`src/design/iirl_pkg.sv`:
```
// Shared constants, codes and cell control types for the insert/remove list unit
package iirl_pkg;

  localparam int DEPTH        = 128;
  localparam int KEY_BITS     = 16;
  localparam int PAYLOAD_BITS = 16;
  localparam int IDX_W        = $clog2(DEPTH);
  localparam int CNT_W        = $clog2(DEPTH + 1);
  localparam int ACT_W        = 4;
  localparam int STAT_W       = 3;

  localparam logic [ACT_W-1:0] ACT_PUSH_BACK  = 4'd0;
  localparam logic [ACT_W-1:0] ACT_POP_BACK   = 4'd1;
  localparam logic [ACT_W-1:0] ACT_PUSH_FRONT = 4'd2;
  localparam logic [ACT_W-1:0] ACT_POP_FRONT  = 4'd3;
  localparam logic [ACT_W-1:0] ACT_INSERT     = 4'd4;
  localparam logic [ACT_W-1:0] ACT_REMOVE     = 4'd5;
  localparam logic [ACT_W-1:0] ACT_GET        = 4'd6;
  localparam logic [ACT_W-1:0] ACT_FIND       = 4'd7;
  localparam logic [ACT_W-1:0] ACT_CLEAR      = 4'd8;

  localparam logic [STAT_W-1:0] ST_OK       = 3'd0;
  localparam logic [STAT_W-1:0] ST_EMPTY    = 3'd1;
  localparam logic [STAT_W-1:0] ST_RANGE    = 3'd2;
  localparam logic [STAT_W-1:0] ST_FULL     = 3'd3;
  localparam logic [STAT_W-1:0] ST_NOTFOUND = 3'd4;

  typedef enum logic [1:0] {
    CELL_HOLD,
    CELL_OPEN,
    CELL_CLOSE
  } cell_op_t;

  // Broadcast to every cell of the chain
  typedef struct packed {
    cell_op_t                op;
    logic [IDX_W-1:0]        at;
    logic                    find;
    logic [CNT_W-1:0]        count;
    logic [KEY_BITS-1:0]     key;
    logic [PAYLOAD_BITS-1:0] payload;
  } cell_ctl_t;

endpackage

```
`src/design/iirl_cell.sv`:
```
// One list cell: holds an entry, shifts with its neighbours and flags a match
module iirl_cell import iirl_pkg::*; (
  input  logic                    clk,
  input  logic [IDX_W-1:0]        cell_index,
  input  cell_ctl_t               ctl,
  input  logic [KEY_BITS-1:0]     left_key,
  input  logic [PAYLOAD_BITS-1:0] left_payload,
  input  logic [KEY_BITS-1:0]     right_key,
  input  logic [PAYLOAD_BITS-1:0] right_payload,
  output logic [KEY_BITS-1:0]     key,
  output logic [PAYLOAD_BITS-1:0] payload,
  output logic                    hit
);

  always_ff @(posedge clk) begin
    case (ctl.op)
      CELL_OPEN: begin
        if (cell_index > ctl.at) begin
          key     <= left_key;
          payload <= left_payload;
        end else if (cell_index == ctl.at) begin
          key     <= ctl.key;
          payload <= ctl.payload;
        end
      end
      CELL_CLOSE: begin
        if (cell_index >= ctl.at) begin
          key     <= right_key;
          payload <= right_payload;
        end
      end
      default: begin
      end
    endcase

    // find: key match among live entries; otherwise the addressed cell
    if (ctl.find) begin
      hit <= (key == ctl.key) && ({1'b0, cell_index} < ctl.count);
    end else begin
      hit <= (cell_index == ctl.at);
    end
  end

endmodule

```
`config.mk`:
```
export PLATFORM = sky130hd
export DESIGN_NAME = iirl_cell
export DESIGN_NICKNAME = d
export VERILOG_FILES = /design/src/design/iirl_pkg.sv /design/src/design/iirl_cell.sv
export SDC_FILE = /design/constraint.sdc
export NUM_CORES = 1
export LEC_CHECK = 0
export BUFFER_PORTS_ARGS = -buffer_cell sky130_fd_sc_hd__buf_4
export CAP_MARGIN = 20
export CELL_PAD_IN_SITES_DETAIL_PLACEMENT = 1
export CELL_PAD_IN_SITES_GLOBAL_PLACEMENT = 1
export CORE_ASPECT_RATIO = 1.2
export CORE_UTILIZATION = 29
export DETAILED_ROUTE_END_ITERATION = 12
export PLACE_DENSITY_LB_ADDON = 0.25
export SYNTH_ARGS = -nofsm -noshare
export SYNTH_HDL_FRONTEND = slang
export SYNTH_SLANG_ARGS = --single-unit
```
`constraint.sdc`:
```
create_clock -name clk -period 3.8 [get_ports clk]
set_clock_uncertainty 0.2 [all_clocks]
set_input_delay 0.57 -clock clk [delete_from_list [all_inputs] [get_ports clk]]
set_output_delay 0.57 -clock clk [all_outputs]
set_load 0.1 [all_outputs]
```
# Word-level counts from Yosys, hierarchy flattened
# Cells that the tools add are included.
[word_totals]
regBits = 33
latch_bits = 0
mem_bits_rw = 0
romBits = 0
out_inout_bits = 33
word_cells = 24
n_memories = 0
[classes]
addsub = 0
multipliers = 0
div = 0
n_lt_le_gt_ge = 3
n_eq_ne = 6
shift = 0
muxes = 9
n_bitwise = 0
reduce_logical = 3
[ops]
columns = ["cell", "n"]
rows = [
  ["two-way mux 16 bit", 6],
  ["case mux 16 bit (2 select lines)", 2],
  ["== test 16 bit", 1],
  ["less-than comparator 7 x 8 -> 1 bit", 1],
  ["== test 7 bit", 1],
  ["greater-or-equal comparator 7 bit", 1],
  ["greater-than comparator 7 bit", 1],
  ["inequality test 3 bit (second input constant)", 1],
  ["AND reduction 3 bit", 1],
  ["== test 2 x 1 -> 1 bit (second input constant)", 1],
  ["== test 2 bit (second input constant)", 1],
  ["inequality test 2 bit (second input constant)", 1],
  ["nonzero test 2 bit", 1],
  ["logical AND 1 bit", 1],
  ["two-way mux 1 bit", 1],
]

# Depth between registers and ports, before layout
[depth]
word_depth = 4
ltp_mapped = 8

# Worst setup path before layout
# Ideal clock, no wire load.
[synth_path]
kind = "input-to-reg"
start = "in ctl[47] in the netlist's numbering"
end = "reg key[0], enable pin"
setup_ps = 432
arrival_time_ps = 2779
required_time_ps = 3168
path_slack_ps = 390
stages = 5
cell_sequence = "inv_1 ha_1 and4_1 o31ai_1 a21oi_1"
[synth_between]
elab_chain_len = 3
[synth_lines]
columns = ["item", "line", "rtl"]
rows = [
  ["start, declared", "iirl_cell.sv:5", "input cell_ctl_t ctl,"],
  ["greater-than comparator 7 bit, or another cell as far along", "iirl_cell.sv:18", "if (cell_index > ctl.at) begin"],
  ["inequality test 3 bit (no source line) or inequality test 2 bit (tied branches)", "-", ""],
  ["AND reduction 3 bit (no source line) *", "-", ""],
  ["end signal, assigned", "iirl_cell.sv:19", "key <= left_key;"],
  ["end signal, assigned", "iirl_cell.sv:22", "key <= ctl.key;"],
  ["end signal, assigned", "iirl_cell.sv:28", "key <= right_key;"],
  ["end, declared", "iirl_cell.sv:10", "output logic [KEY_BITS-1:0] key,"],
]
# Mark *: on every way between the ends. The rest lies on a longest branch, timed or not.
# A chain may end at the register's enable or synchronous reset.

# Worst setup path after layout
[layout_path]
start = "in cell_index[6]"
end = "reg key[11], enable pin"
[layout_between]
elab_chain_len = 3
[layout_lines]
columns = ["item", "line", "rtl"]
rows = [
  ["start, declared", "iirl_cell.sv:4", "input logic [IDX_W-1:0] cell_index,"],
  ["greater-than comparator 7 bit, or another cell as far along", "iirl_cell.sv:18", ""],
  ["inequality test 3 bit (no source line) or inequality test 2 bit (tied branches)", "-", ""],
  ["AND reduction 3 bit (no source line) *", "-", ""],
]
# Marked as above.

==> impl_metrics.sql <==
INSERT INTO impl_metrics (metric_group, metric, value, unit) VALUES
('final_layout', 'area_growth_syn_to_layout', '62.9', '%'),
('sta', 'max_slew.worst_pin.slew', '0.604', 'ns'),
('logic_synthesis', 'synth.lib_cells_used.distinct', '31', ''),
('logic_synthesis', 'postSynthRegisterBits', '33', ''),
('global_routing', 'grt_pass1_wl', '10400', 'um'),
('drt', 'route.detailed.vias_per_inst', '4.71', ''),
('sta', 'final_critical_path_setup_slack', '1.35', 'ns'),
('final_layout', 'nets', '503', ''),
('power_and_ir_drop', 'finalPower', '1540', 'uW'),
('clocking', 'cts.reportedPaths.clkPinSlew', '0.07', 'ns'),
('clocking', 'htree_num_levels', '2', ''),
('setup_path', 'criticalPathCategory', 'input port to flop', ''),
('sta', 'final.min_clock_period', '2.45', 'ns'),
('logic_synthesis', 'synthCells', '213', ''),
('clocking', 'clkSinkCount', '33', ''),
('final_layout', 'multi_input_area', '1120', 'um^2'),
('sta', 'hold_violations', '0', ''),
('floorplanning', 'design.portCount', '155', ''),
('sta', 'setup_viol', '0', ''),
('setup_path', 'capturing_element_type_of_the_critical_path', 'flop', ''),
('power_and_ir_drop', 'power_per_cell_area', '431', 'nW/um^2'),
('final_layout', 'final_non_filler_cell_total', '459', ''),
('floorplanning', 'floorplan.die_area', '7910', 'um^2'),
('clocking', 'insertion_delay', '0.29', 'ns'),
('placement', 'gp_routability_congestion', '0.697', ''),
('sta', 'grt_setup_unrepaired', 'false', ''),
('placement', 'place.detailed.hpwl', '5660', 'um'),
('global_routing', 'grt_max_degree', '37', ''),
('clocking', 'holdBufCountCts', '0', ''),
('job', 'cap_viol_max_count', '0', ''),
('logic_synthesis', 'synth.top_cell.area_share', '43.8', '%'),
('setup_path', 'start_kind', 'input port', ''),
('clocking', 'cts_tree', 'built', ''),
('logic_synthesis', 'synthesis.area_per_instance', '10.3', 'um^2'),
('floorplanning', 'die_x', '81.4', 'um'),
('logic_synthesis', 'netlist.top_cell.by_area', 'sky130_fd_sc_hd__edfxtp_1', ''),
('clocking', 'post_cts_buffers', '0', ''),
('floorplanning', 'die_ht', '97.2', 'um'),
('worst_hold_path', 'hold_path.class', 'input port to flop', ''),
('floorplanning', 'placeableCoreArea', '7270', 'um^2'),
('floorplanning', 'floorplan.initialDensity', '30.1', '%'),
('global_routing', 'vias_in_the_first_global_route', '2249', ''),
('drt', 'detail_route.drc_violations', '0', ''),
('final_layout', 'drive_gt1_share', '45.3', '%'),
('final_layout', 'layout_commonest_cell', 'sky130_fd_sc_hd__buf_4', ''),
('sta', 'final.setup.tns', '0', 'ns'),
('clocking', 'cts_buffer_depth', '2', ''),
('logic_synthesis', 'synth.cell_area', '2190', 'um^2'),
('placement', 'port_buffers', '154', ''),
('final_layout', 'mostFrequentLayoutCells', 'sky130_fd_sc_hd__buf_4 (157), sky130_fd_sc_hd__a21oi_1 (37), sky130_fd_sc_hd__nor2_1 (33)', ''),
('placement', 'dpl.cell_count', '451', ''),
('sta', 'hold-worst-slack', '0.288', 'ns'),
('global_routing', 'grt_util_overall', '17.7', '%'),
('logic_synthesis', 'synth.top_cells.by_area', 'sky130_fd_sc_hd__edfxtp_1 (44%), sky130_fd_sc_hd__mux2i_1 (15%), sky130_fd_sc_hd__a21oi_1 (8.7%)', ''),
('sta', 'fmaxAchievable', '0.408', 'GHz'),
('clocking', 'cts_resized', '0', ''),
('clocking', 'clock_tree.root_cell', 'sky130_fd_sc_hd__clkbuf_8', ''),
('power_and_ir_drop', 'power.leakage', '0.00170', 'uW'),
('global_routing', 'antenna_found_initial', '0', ''),
('global_routing', 'globalRouteOverflowTotal', '0', ''),
('drt', 'initialDrtViolationCount', '23', ''),
('status', 'status', 'completed', ''),
('final_layout', 'seq_area', '981', 'um^2'),
('sta', 'min_period_over_period', '64.5', '%'),
('final_layout', 'nFillCells', '854', ''),
('setup_path', 'path_max_fanout', '17', ''),
('clocking', 'cts_buffers', '5', ''),
('floorplanning', 'fp-row-count', '34', ''),
('setup_path', 'worstPathRequired', '3.58', 'ns'),
('setup_path', 'worst-endpoint-arrival', '2.23', 'ns'),
('logic_synthesis', 'seq_area_frac_synth', '44.7', '%'),
('logic_synthesis', 'ys_warn_count', '0', ''),
('sta', 'timing.slew.headroom', '59.8', '%'),
('logic_synthesis', 'syn-num-nets', '348', ''),
('drt', 'totalWireLength', '6950', 'um'),
('sta', 'report.final.slew_viol_count', '0', ''),
('drt', 'num_vias', '2162', ''),
('placement', 'setup_slack_placement', '0.978', 'ns'),
('drt', 'drt_pre_antenna_iters', '4', ''),
('drt', 'wl_per_cell', '15.1', 'um'),
('drt', 'drt.antenna.violating_nets', '0', ''),
('final_layout', 'n_antenna_cell', '0', ''),
('power_and_ir_drop', 'vdd_ir_drop_max', '0.193', 'mV');
[cells by family after synthesis]
kind of cell,synth area share [%]
AND/OR/NAND/NOR,9.30
XOR/XNOR,6.79
adder cells (fa/ha/maj),7.42
flip-flops,44.7
multiplexers,14.6
AO/OA/AOI/OAI,11.8
buffers and inverters,5.31
[sequential cells by signal (all words and copies together) (netlist names)]
register	cells
hit	1
key	16
payload	16
[cell usage after synthesis, drive strengths merged]
master and instances:
a21oi 39, nor2 33, edfxtp 32, mux2i 32, inv 15, ha 13, xnor2 13, clkbuf 6
buf 4, xor2 4, o21ai 3, a21o 2, nand4 2, and2 1, and3 1, and3b 1
and4 1, dfxtp 1, nand2 1, nand2b 1, nand3 1, nand4b 1, nor4 1, o2111ai 1
o21a 1, o22ai 1, o31ai 1, or4 1
[power by group]
group / switching (uW) / total (uW) / internal (uW)
Clock: 135 / 329 / 194
Combinational: 496 / 722 / 226
Sequential: 24.3 / 489 / 465
Total: 656 / 1540 / 884
[metrics by stage]
stage | instance area, um^2 | util, %
3_5_place_dp | 3460 | 47.6
3_3_place_gp | 3440 | 47.4
6_report | 3570 | 49.1
5_1_grt | 3570 | 49.1
2_1_floorplan | 2190 | -
4_1_cts | 3570 | 49.1
[routing by layer]
metal  global-route usage, %  up-vias  wire length, um
met1                    18.5      986             2540
met5                       0        -                0
met3                    6.01        8              626
met2                    31.8       94             3690
met4                    5.91        0               99
li1                        -     1074                -
[worst max-delay path, cell delays in order]
cell and delay [ns]:
sky130_fd_sc_hd__buf_4 0.12, sky130_fd_sc_hd__ha_1 0.30, sky130_fd_sc_hd__and4_1 0.24, sky130_fd_sc_hd__o31ai_1 0.12, sky130_fd_sc_hd__a21oi_4 0.52, sky130_fd_sc_hd__buf_4 0.36
[area by class of cell]
cell class | instances | share of cell area (%)
Sequential cell | 33 | 27.5
Clock inverter | 2 | 0.946
Inverter | 15 | 1.58
Multi-Input combinational cell | 155 | 31.3
Tap cell | 90 | 3.15
Clock buffer | 6 | 2.03
Timing Repair Buffer | 158 | 33.6
[path summary, 6_finish.rpt]
check	slack (ns)	end	cells past startpoint	from
worst min-delay path	0.29	hit$_DFF_P_	2	ctl[40]
worst max-delay path	1.35	key[11]$_DFFE_PP_	6	cell_index[6]
worst min register to register	0.51	hit$_DFF_P_	4	key[9]$_DFFE_PP_
worst max register to register	1.71	hit$_DFF_P_	5	key[14]$_DFFE_PP_
Note: power is estimated with default switching activity, not from simulation.
